===== config.mk =====
export PLATFORM = sky130hd
export DESIGN_NAME = spa_finish
export DESIGN_NICKNAME = d
export VERILOG_FILES = /design/src/assert_macros.svh /design/src/spa_pkg.sv /design/src/spa_finish.sv
export SDC_FILE = /design/constraint.sdc
export NUM_CORES = 1
export LEC_CHECK = 0
export BUFFER_PORTS_ARGS = -buffer_cell sky130_fd_sc_hd__buf_2
export CAP_MARGIN = 20
export CORE_ASPECT_RATIO = 0.7
export CORE_UTILIZATION = 50
export CTS_CLUSTER_SIZE = 8
export DETAILED_ROUTE_END_ITERATION = 16
export PLACE_DENSITY = 0.9
export SYNTH_ARGS = -nofsm -noshare
export SYNTH_HDL_FRONTEND = slang
export SYNTH_SLANG_ARGS = --single-unit

===== constraint.sdc =====
create_clock -name clock -period 10.69 [get_ports clock]
set_input_delay 2.138 -clock clock [delete_from_list [all_inputs] [get_ports clock]]
set_output_delay 2.138 -clock clock [all_outputs]
set_load 0.05 [all_outputs]

===== src/assert_macros.svh =====
// ----------------------------------------------------------------------------
// Assertion macros
// Shared concurrent assertion forms, clocked on the block clock.
// ----------------------------------------------------------------------------
`ifndef ASSERT_MACROS_SVH
`define ASSERT_MACROS_SVH

// checked only outside reset
`define ASSERT_CLK(lbl, prop, msg) \
   lbl: assert property (@(posedge clock) disable iff (reset) prop) \
      else $error(msg);

// checked on every edge, reset included
`define ASSERT_ALWAYS_CLK(lbl, prop, msg) \
   lbl: assert property (@(posedge clock) prop) else $error(msg);

`endif


===== src/spa_pkg.sv =====
// ----------------------------------------------------------------------------
// spa_pkg
// Widths, fixed-point constants and stage transfer types of the sine block.
// ----------------------------------------------------------------------------
package spa_pkg;

   localparam int ANGLE_W              = 32;
   localparam int OUT_W                = 18;
   localparam int ANGLE_FRAC_BITS_DEF  = 16;
   localparam int OUT_FRAC_BITS_DEF    = 16;

   localparam int R_W                  = 36;
   localparam int M30_W                = 31;
   localparam int X2_W                 = 32;
   localparam int NM_W                 = 28;
   localparam int Q_W                  = 30;
   localparam int Y_W                  = 31;
   localparam int PROD_SH              = 30;
   localparam int MAG_SAT_MAX          = 131071;

   localparam int PIPE_LAT             = 9;

   localparam logic [30:0] INV_PI_Q32     = 31'd1367130551;
   localparam logic [33:0] PI_Q32         = 34'd13493037705;
   localparam logic [22:0] COEF_A_Q30     = 23'd7894653;
   localparam logic [27:0] COEF_B_MAG_Q30 = 28'd177477835;
   localparam logic [29:0] COEF_C_Q30     = 30'd1073411097;

   typedef struct packed {
      logic             valid;
      logic             negate;
      logic [M30_W-1:0] m30;
   } red_out_type;

   typedef struct packed {
      logic           valid;
      logic           negate;
      logic [Y_W-1:0] y;
   } poly_out_type;

endpackage


===== src/spa_finish.sv =====
// ----------------------------------------------------------------------------
// spa_finish
// Output rounding to OUT_FRAC_BITS, saturation, sign and result register.
// ----------------------------------------------------------------------------
module spa_finish #(
   parameter int OUT_FRAC_BITS = spa_pkg::OUT_FRAC_BITS_DEF
) (
   input  logic                      clock,
   input  logic                      reset,
   input  spa_pkg::poly_out_type     poly_in,
   output logic                      rsp_valid,
   output logic [spa_pkg::OUT_W-1:0] rsp_sine_value
);

   localparam int SH = spa_pkg::PROD_SH - OUT_FRAC_BITS;
   localparam logic [31:0] MAG_LIM = (OUT_FRAC_BITS > 16) ? 32'(spa_pkg::MAG_SAT_MAX)
                                                         : (32'd1 << OUT_FRAC_BITS);

   logic                      rsp_valid_ff;
   logic [spa_pkg::OUT_W-1:0] rsp_value_ff;
   logic [spa_pkg::OUT_W-1:0] rsp_value_in;
   logic [31:0]               mag_sum;
   logic [31:0]               mag;
   logic [31:0]               mag_sat;
   logic [spa_pkg::OUT_W-1:0] mag_ext;

   assign mag_sum = {1'b0, poly_in.y} + (32'd1 << (SH - 1));
   assign mag     = mag_sum >> SH;
   assign mag_sat = (mag > MAG_LIM) ? MAG_LIM : mag;
   assign mag_ext = {1'b0, mag_sat[spa_pkg::OUT_W-2:0]};

   assign rsp_value_in = poly_in.negate ? ({spa_pkg::OUT_W{1'b0}} - mag_ext) : mag_ext;

   always_ff @(posedge clock) begin
      if (reset) begin
         rsp_valid_ff <= 1'b0;
      end else begin
         rsp_valid_ff <= poly_in.valid;
      end
   end

   always_ff @(posedge clock) begin
      rsp_value_ff <= rsp_value_in;
   end

   assign rsp_valid      = rsp_valid_ff;
   assign rsp_sine_value = rsp_value_ff;

endmodule


==> out/qor.yml <==
cts:
  cts_made_buffers: 3
  cts_setup_buffers: 0
  cts_sinks: 19
  path_clk_slew_ns: 0.07
  cts_max_level: 1
  post_cts_resize_count: 0
  cts_tree: "yes"
  cts_root_buf: "clkbuf_8"
  cts_hold_buf: 0
  clockBufferDepth: 2
timing:
  fin_crit_sh_pct: 54.57
  fmax_mhz: 171.4
  tightest_slew_ns: 0.5405
  relSlewSlack_pct: 63.97
  timing.hold.ws_ns: 2.026
  setup_viol: 0
  rsz0062_at_grt: "false"
  final.setup.worst_slack_ns: 4.857
  fin_crit_ns: 5.833
  tns_ns: 0
  slew_viol_final: 0
  hold_violations: 0
final_layout:
  nFillCells: 309
  finalInstanceArea_sq_mm: 0.002009
  areaGrowthSynthToFinish_pct: 12.94
  diodes: 0
  drive_gt1_share_pct: 22.75
  fin_nets: 293
global_route:
  grt_max_degree: 20
  grt-ovfl-total: 0
  antenna_found_initial: 0
  track_usage_pct: 23.63
  grt_pass1_wl_um: 6844
  grt_pass1_vias: 1477
logic_synthesis:
  synth.distinct_cells: 57
  ys_seq_area_share_pct: 21.38
  yosys.area.top_type_share_pct: 21.38
  async_flop_share_pct: 0
  synthTopCellsByCount: "nand2_1, dfxtp_1, nor2_1"
  synth_largest_area_cell: "dfxtp_1"
  synthTopCellsByArea: "dfxtp_1, xor2_1, xnor2_1"
  ys_warn_count: 0
  yosysMostFrequentCell: "nand2_1"
  synthCells: 226
  avgSynthCellArea_sq_um: 7.873
  synth-edff-count: 0
  synthesis.area_sq_mm: 0.001779
  synth_seq_cells: 19
  synth_flop_cell: "dfxtp_1"
  synth_nets: 263
place:
  pre_cts_slack_ns: 4.653
  dp_hpwl_um: 3181
  placed_cell_area_sq_mm: 0.001963
  port_buffers: 40
  gp_congestion: 0.9155
floorplan:
  row_count: 17
  pin_count: 54
  fp.dieW_um: 73.30
  core_area_sq_mm: 0.003276
  start_util_pct: 54.32
  die-area_sq_mm: 0.003805
  fp.dieH_um: 51.91
worst_setup_path:
  crit_arrival_ns: 5.98
  critPathLaunchType: "primary input"
  critPathMaxFanout: 16
  cp-startpoint: "poly_in[13]"
  crit_end: "rsp_sine_value[14]"
  cp.required_ns: 10.84
  critPathKind: "primary input to flip-flop"
  endpoint_kind: "flip-flop"
detailed_routing:
  first_pass_iters: 5
  antenna_left: 0
  vias: 1823
  finalWirelength_um: 4153
  vias_per_cell: 6.036
  drc: 0
  drt_iter0_markers: 193
  routedWlPerCell_um: 13.75
power:
  powerDensity_mw_per_mm2: 106.7
  ir_worst_vdd_mv: 0.05228
  p_leak_nw: 0.8191
  total_power_mw: 0.2144
status:
  status: "completed"
hold_path:
  hp-class: "primary input to flip-flop"
run:
  drv_cap: 0
-- logic make-up (layout without fill, tap and decap cells) --
family / Yosys count / after routing / synth area share (%)
AO/OA/AOI/OAI: 50 / 50 / 21.94
XOR/XNOR: 25 / 25 / 12.31
AND/OR/NAND/NOR: 99 / 99 / 32.42
buffers and inverters: 23 / 52 / 5.907
multiplexers: 8 / 8 / 4.641
adder cells (fa/ha/maj): 2 / 2 / 1.406
flip-flops: 19 / 19 / 21.38
-- layer usage --
layer | global-route usage (%) | vias up | wire (um)
li1 | - | 884 | -
met1 | 34.20 | 815 | 1972
met2 | 34.26 | 108 | 1701
met3 | 6.008 | 16 | 410
met4 | 6.731 | 0 | 69
met5 | 0 | - | 0
-- placed cells by master (no fill, tap or decap), drive strengths merged, types with 2 or more instances in the layout --
master,instances
xnor2,12
mux2,2
nor4,7
buf,40
o2bb2ai,2
a21bo,2
o21ai,13
nand2,22
and4,3
dfxtp,19
and2,3
nor3,7
a211oi,4
nand2b,5
and3,4
a211o,2
inv,8
nor2,19
a21oi,6
nand4,13
nand3,8
a311oi,2
a21boi,2
xor2,13
ha,2
a31oi,3
mux2i,6
clkbuf,3
a31o,2
a21o,3
nor3b,2
nor2b,2
-- area by class of cell --
cell class	count	area (sq um)	share of cell area [%]
Inverter	8	30.03	1.494
Tap cell	47	58.81	2.927
Clock buffer	3	41.29	2.055
Timing Repair Buffer	40	200.2	9.963
Sequential cell	19	380.4	18.93
Clock inverter	1	5.005	0.2491
Multi-Input combinational cell	184	1294	64.38
-- sequential cells by signal, indices dropped and copies added, names as in the netlist --
register and flops:
rsp_sine_value 18, rsp_valid 1
-- how the worst min path moves through the flow --
stage	startpoint	to	slack (ns)	cells past startpoint
3_3_place_gp	reset	rsp_valid	2.30	2
2_1_floorplan	reset	rsp_valid	2.21	1
4_1_cts	reset	rsp_valid	2.02	2
3_5_place_dp	reset	rsp_valid	2.30	2
6_report	reset	rsp_valid	2.03	2
5_1_grt	reset	rsp_valid	2.03	2
-- through the flow --
| stage | instances | utilization (%) |
|---|---|---|
| detailed placement | 298 | 59.93 |
| global route | 302 | 61.34 |
| global placement | 298 | 59.93 |
| CTS | 302 | 61.34 |
| finish | 302 | 61.34 |
| floorplan | 226 | - |
-- power breakdown --
part / internal [mW] / total [mW] / switching [mW]
logic: 0.0236 / 0.0826 / 0.0590
clock network: 0.0260 / 0.0524 / 0.0264
registers: 0.0780 / 0.0793 / 0.00128
total: 0.128 / 0.214 / 0.0867
-- worst max-delay path, stage by stage --
cell	delay (ns)
buf_2	0.17
ha_1	0.52
and3_1	0.30
nor4b_4	0.26
mux2i_1	0.32
nor4_2	0.10
a31o_2	0.32
nand2_1	0.11
ha_1	0.30
inv_1	0.13
nor2_1	0.11
a32oi_1	0.13
a311oi_4	0.41
a2111oi_0	0.17
a31o_1	0.21
a211o_1	0.27
Note: power is estimated with default switching activity, not from simulation.
