--- src/assert_macros.svh ---
// ----------------------------------------------------------------------------
// Assertion macros
// Shared concurrent assertion forms, clocked on the block clock.
// ----------------------------------------------------------------------------
`ifndef ASSERT_MACROS_SVH
`define ASSERT_MACROS_SVH

// checked only outside reset
`define ASSERT_CLK(lbl, prop, msg) \
   lbl: assert property (@(posedge clock) disable iff (reset) prop) \
      else $error(msg);

// checked on every edge, reset included
`define ASSERT_ALWAYS_CLK(lbl, prop, msg) \
   lbl: assert property (@(posedge clock) prop) else $error(msg);

`endif

--- src/spa_pkg.sv ---
// ----------------------------------------------------------------------------
// spa_pkg
// Widths, fixed-point constants and stage transfer types of the sine block.
// ----------------------------------------------------------------------------
package spa_pkg;

   localparam int ANGLE_W              = 32;
   localparam int OUT_W                = 18;
   localparam int ANGLE_FRAC_BITS_DEF  = 16;
   localparam int OUT_FRAC_BITS_DEF    = 16;

   localparam int R_W                  = 36;
   localparam int M30_W                = 31;
   localparam int X2_W                 = 32;
   localparam int NM_W                 = 28;
   localparam int Q_W                  = 30;
   localparam int Y_W                  = 31;
   localparam int PROD_SH              = 30;
   localparam int MAG_SAT_MAX          = 131071;

   localparam int PIPE_LAT             = 9;

   localparam logic [30:0] INV_PI_Q32     = 31'd1367130551;
   localparam logic [33:0] PI_Q32         = 34'd13493037705;
   localparam logic [22:0] COEF_A_Q30     = 23'd7894653;
   localparam logic [27:0] COEF_B_MAG_Q30 = 28'd177477835;
   localparam logic [29:0] COEF_C_Q30     = 30'd1073411097;

   typedef struct packed {
      logic             valid;
      logic             negate;
      logic [M30_W-1:0] m30;
   } red_out_type;

   typedef struct packed {
      logic           valid;
      logic           negate;
      logic [Y_W-1:0] y;
   } poly_out_type;

endpackage

--- src/spa_reduce.sv ---
// ----------------------------------------------------------------------------
// spa_reduce
// Range reduction: k = round(angle/pi), r = angle - k*pi, m30 = |r| in Q.30.
// ----------------------------------------------------------------------------
module spa_reduce #(
   parameter int ANGLE_FRAC_BITS = spa_pkg::ANGLE_FRAC_BITS_DEF
) (
   input  logic                        clock,
   input  logic                        reset,
   input  logic                        in_valid,
   input  logic [spa_pkg::ANGLE_W-1:0] in_angle,
   output spa_pkg::red_out_type        red_out
);

   localparam int KW = spa_pkg::ANGLE_W - ANGLE_FRAC_BITS;
   localparam int SH = spa_pkg::ANGLE_W - ANGLE_FRAC_BITS;
   localparam logic [63:0] HALF_K = 64'd1 << (ANGLE_FRAC_BITS + 31);

   // stage A: magnitude
   logic                        a_valid_ff;
   logic                        a_neg_ff;
   logic [spa_pkg::ANGLE_W-1:0] a_mag_ff;
   logic [spa_pkg::ANGLE_W-1:0] a_ang_ff;
   logic [spa_pkg::ANGLE_W-1:0] a_mag_in;

   // stage B: k
   logic                        b_valid_ff;
   logic                        b_neg_ff;
   logic [KW-1:0]               b_kmag_ff;
   logic [spa_pkg::ANGLE_W-1:0] b_ang_ff;
   logic [62:0]                 b_prod;
   logic [63:0]                 b_sum;
   logic [KW-1:0]               b_kmag_in;

   // stage C: residue
   logic                        c_valid_ff;
   logic                        c_kodd_ff;
   logic [spa_pkg::R_W-1:0]     c_r_ff;
   logic [63:0]                 c_ang_ext;
   logic [63:0]                 c_ang_sh;
   logic [KW+33:0]              c_kp;
   logic [spa_pkg::R_W-1:0]     c_r_in;

   // stage D: |r| to Q.30
   spa_pkg::red_out_type        d_out_ff;
   spa_pkg::red_out_type        d_out_in;
   logic [spa_pkg::R_W-1:0]     d_m;
   logic [spa_pkg::R_W-1:0]     d_m_rnd;

   assign a_mag_in = in_angle[spa_pkg::ANGLE_W-1] ? (32'd0 - in_angle) : in_angle;

   assign b_prod    = a_mag_ff * spa_pkg::INV_PI_Q32;
   assign b_sum     = {1'b0, b_prod} + HALF_K;
   assign b_kmag_in = b_sum[ANGLE_FRAC_BITS+32 +: KW];

   assign c_ang_ext = {{32{b_ang_ff[spa_pkg::ANGLE_W-1]}}, b_ang_ff};
   assign c_ang_sh  = c_ang_ext << SH;
   assign c_kp      = b_kmag_ff * spa_pkg::PI_Q32;
   assign c_r_in    = b_neg_ff ? (c_ang_sh[spa_pkg::R_W-1:0] + c_kp[spa_pkg::R_W-1:0])
                               : (c_ang_sh[spa_pkg::R_W-1:0] - c_kp[spa_pkg::R_W-1:0]);

   assign d_m     = c_r_ff[spa_pkg::R_W-1] ? ({spa_pkg::R_W{1'b0}} - c_r_ff) : c_r_ff;
   assign d_m_rnd = d_m + {{(spa_pkg::R_W-2){1'b0}}, 2'd2};

   always_comb begin
      d_out_in.valid  = c_valid_ff;
      d_out_in.negate = c_r_ff[spa_pkg::R_W-1] ^ c_kodd_ff;
      d_out_in.m30    = d_m_rnd[spa_pkg::M30_W+1:2];
   end

   always_ff @(posedge clock) begin
      if (reset) begin
         a_valid_ff     <= 1'b0;
         b_valid_ff     <= 1'b0;
         c_valid_ff     <= 1'b0;
         d_out_ff.valid <= 1'b0;
      end else begin
         a_valid_ff     <= in_valid;
         b_valid_ff     <= a_valid_ff;
         c_valid_ff     <= b_valid_ff;
         d_out_ff.valid <= d_out_in.valid;
      end
      a_neg_ff        <= in_angle[spa_pkg::ANGLE_W-1];
      a_mag_ff        <= a_mag_in;
      a_ang_ff        <= in_angle;
      b_neg_ff        <= a_neg_ff;
      b_kmag_ff       <= b_kmag_in;
      b_ang_ff        <= a_ang_ff;
      c_kodd_ff       <= b_kmag_ff[0];
      c_r_ff          <= c_r_in;
      d_out_ff.negate <= d_out_in.negate;
      d_out_ff.m30    <= d_out_in.m30;
   end

   assign red_out = d_out_ff;

endmodule

--- config.mk ---
export PLATFORM = sky130hd
export DESIGN_NAME = spa_reduce
export DESIGN_NICKNAME = d
export VERILOG_FILES = /design/src/assert_macros.svh /design/src/spa_pkg.sv /design/src/spa_reduce.sv
export SDC_FILE = /design/constraint.sdc
export NUM_CORES = 2
export LEC_CHECK = 0
export BUFFER_PORTS_ARGS = -buffer_cell sky130_fd_sc_hd__buf_2
export CAP_MARGIN = 40
export CORE_AREA = 4 4 313 192
export DETAILED_ROUTE_END_ITERATION = 6
export DIE_AREA = 0 0 317 196
export PLACE_DENSITY = 0.72
export SLEW_MARGIN = 20
export SYNTH_ARGS = -nofsm -noshare
export SYNTH_HDL_FRONTEND = slang
export SYNTH_SLANG_ARGS = --single-unit
--- constraint.sdc ---
create_clock -name clock -period 8.35 [get_ports clock]
set_input_delay 0.4175 -clock clock [delete_from_list [all_inputs] [get_ports clock]]
set_output_delay 0.4175 -clock clock [all_outputs]
set_load 0.005 [all_outputs]
==> results.cfg <==
[worst_setup_path]
crit_family = adder cells
worstPathMaxFanout = 8
critPathKind = reg2reg
worstSetupEndpointType = flop
cp.arrival_ps = 8390
cp_num_buf_inv = 7
required_ps = 8730
start_kind = flop
slowest_delay_ps = 680
crit_slowest_cell = dfxtp_1

[flow_run]
drv_cap = 0

[yosys]
syn_inst = 3189
ys_types = 76
syn-cell-area_um2 = 31260
synth-seq-cells = 159
synth_enable_flop_cells = 0
synth.yosys.seq_area_share_pct = 10.18
yosys-top-cells-count = 931 x inv_1, 580 x ha_1, 556 x fa_1
synth_async_sr_flop_share_pct = 0
synth_nets = 4360
synth_area_leaders = fa_1 36%, ha_1 23%, inv_1 11%, dfxtp_1 10%, xnor2_1 3.5%
synth_top_area_share_pct = 35.60
yosys.area.top_type = fa_1
synth-main-ff-cell = dfxtp_1
synth_warnings = 0
yosysMostFrequentCell = inv_1
synth.avg_cell_area_um2 = 9.803

[grt]
grt-ovfl-total = 0
grt_pass1_vias = 22910
antenna_found_initial = 4
grt_first_pass_wirelength_mm = 127.3
grt_start_max_net_pins = 42
track_usage_pct = 26.50

[floorplan]
start_util_pct = 54.76
io_pins = 68
die_w_um = 317
die_height_um = 196
core_area_um2 = 57090
dieArea_um2 = 62130
num_rows = 68

[clocking]
cts_tree = built
cts_inserted_buffers = 17
cts.repair.resized = 0
cts_setup_buffers = 0
htreeDepth = 4
clock_path_buffers = 2
root_buffer = clkbuf_16
cts.sinks = 159
cts_hold_buffers = 0
path_clk_slew_ps = 80
clk_latency_ps = 470

[sta]
finalCritPeriodShare_pct = 95.90
clock.fmax_mhz = 124.9
slew_headroom_pct = 38.99
post-route-min-period_ps = 8008
fin_ws_ps = 342.0
final.setup_skew_ps = 24.83
report.final.setup_viol = 0
rsz0062_at_grt = no
hold_viol = 0
drv_slew = 0
tns_ps = 0
worstMarginPinSlew_ps = 903.7

[cells_and_area]
drive_gt1_share_pct = 5.161
fill_cells = 4920
finalNetCount = 4452
area_growth_pct = 6.684

[detailed_routing]
vias_per_cell = 5.348
wire_per_inst_um = 19.07
num_vias = 21750
drt_wl_total_mm = 77.54
ant_nets = 0
drt-initial-drc-count = 1499
drt_drc_violations_left = 2
dr.pass1.iters = 7

[place]
port_buffers = 67
dpl.hpwl_mm = 68.99
pre_cts_slack_ps = 497.1
place.gp.congestion = 1.033

[worst_hold_path]
hold_path.class = in2reg

[run_status]
outcome = complete, but fails checks
violations = DRC
-- cell usage in the layout, fill, tap and decap left out, types with 8 or more instances in the layout --
cell | synthesis | layout
nand2b_1 | 15 | 15
a31oi_1 | 15 | 14
ha_1 | 580 | 579
nor3_1 | 34 | 34
or4_1 | 11 | 11
o211ai_1 | 8 | 8
nor2b_1 | 21 | 21
nand2_1 | 71 | 71
and3_1 | 12 | 12
or2_2 | 9 | 9
xor2_1 | 62 | 62
nand4_1 | 16 | 16
fa_1 | 556 | 556
buf_2 | 1 | 67
clkbuf_16 | 0 | 17
a211oi_1 | 8 | 8
buf_4 | 0 | 39
o21a_1 | 11 | 11
nor2_1 | 86 | 86
nor4_1 | 12 | 12
a41oi_1 | 8 | 8
or3_1 | 15 | 15
o21ai_0 | 77 | 76
nand3_1 | 28 | 28
dfxtp_1 | 159 | 157
a21o_1 | 67 | 67
a21oi_1 | 92 | 92
o31ai_1 | 25 | 25
inv_1 | 931 | 931
xnor2_1 | 124 | 124
-- registers in the layout, summed over array words and instances (netlist names) --
register    cells
a_neg_ff        1
b_valid_ff      1
c_r_ff         34
red_out        33
b_kmag_ff      16
b_neg_ff        1
a_mag_ff       31
c_valid_ff      1
b_ang_ff       20
a_ang_ff       20
a_valid_ff      1
-- final cells by class --
type | instances | area (µm²) | area share, %
multi-input cells | 2066 | 24470 | 73.36
clock inverters | 15 | 181.4 | 0.5440
flip-flops and latches | 159 | 3186 | 9.551
well taps | 770 | 963.4 | 2.889
repair buffers | 106 | 628.1 | 1.883
diodes | 2 | 5.005 | 0.01501
clock buffers | 17 | 425.4 | 1.276
inverters | 931 | 3495 | 10.48
-- metal layers --
layer / routed length, µm / global-route usage [%] / vias to the layer above
met5: 27 / 0 / -
met4: 918 / 3.895 / 4
met3: 8704 / 9.218 / 60
met2: 30560 / 36.38 / 794
met1: 37330 / 40.87 / 10730
li1: - / - / 10160
-- worst paths after layout --
kind	start	end	slack, ps	cells past startpoint
worst max-delay path	a_mag_ff[21]$_DFF_P_	b_kmag_ff[15]$_DFF_P_	340	26
worst min-delay path	in_angle[5]	a_ang_ff[5]$_DFF_P_	90	1
worst max register to register	a_mag_ff[21]$_DFF_P_	b_kmag_ff[15]$_DFF_P_	340	26
worst min register to register	a_ang_ff[9]$_DFF_P_	b_ang_ff[9]$_DFF_P_	330	0
-- logic make-up after synthesis --
family          Yosys count  share of synthesized area, %
compound gates          376                         7.945
xor+xnor                186                         5.211
fa+ha+maj              1136                         58.82
buf+inv                 964                         11.58
flops                   159                         10.18
mux                       8                        0.2721
simple gates            360                         5.995
-- metrics by stage --
step	std cells	utilization, %	instance area, µm²	hold slack [ps]
2_1_floorplan	3189	-	31260	309.6
3_3_place_gp	4032	57.33	32730	311.4
3_5_place_dp	4032	57.33	32730	312.1
4_1_cts	4064	58.39	33340	67.33
6_report	4066	58.42	33350	88.72
5_1_grt	4066	58.42	33350	64.29
-- worst register-to-register path, stage by stage, from the launching register on --
cell      delay, ps
dfxtp_1         680
ha_1            460
inv_1           120
fa_1            540
inv_1            60
ha_1            270
inv_1            40
fa_1            480
inv_1            50
fa_1            500
inv_1            50
fa_1            470
inv_1            60
fa_1            500
fa_1            540
ha_1            370
a21o_1          230
a21o_1          180
a21oi_1         490
o311a_1         260
o31ai_1          90
a311oi_1        490
buf_4           260
o21ai_0         140
a31o_2          270
a21oi_1         170
xnor2_1         140
Power is not shown: default switching activity piles up to over one toggle a cycle in this logic, so the estimate is an artifact.
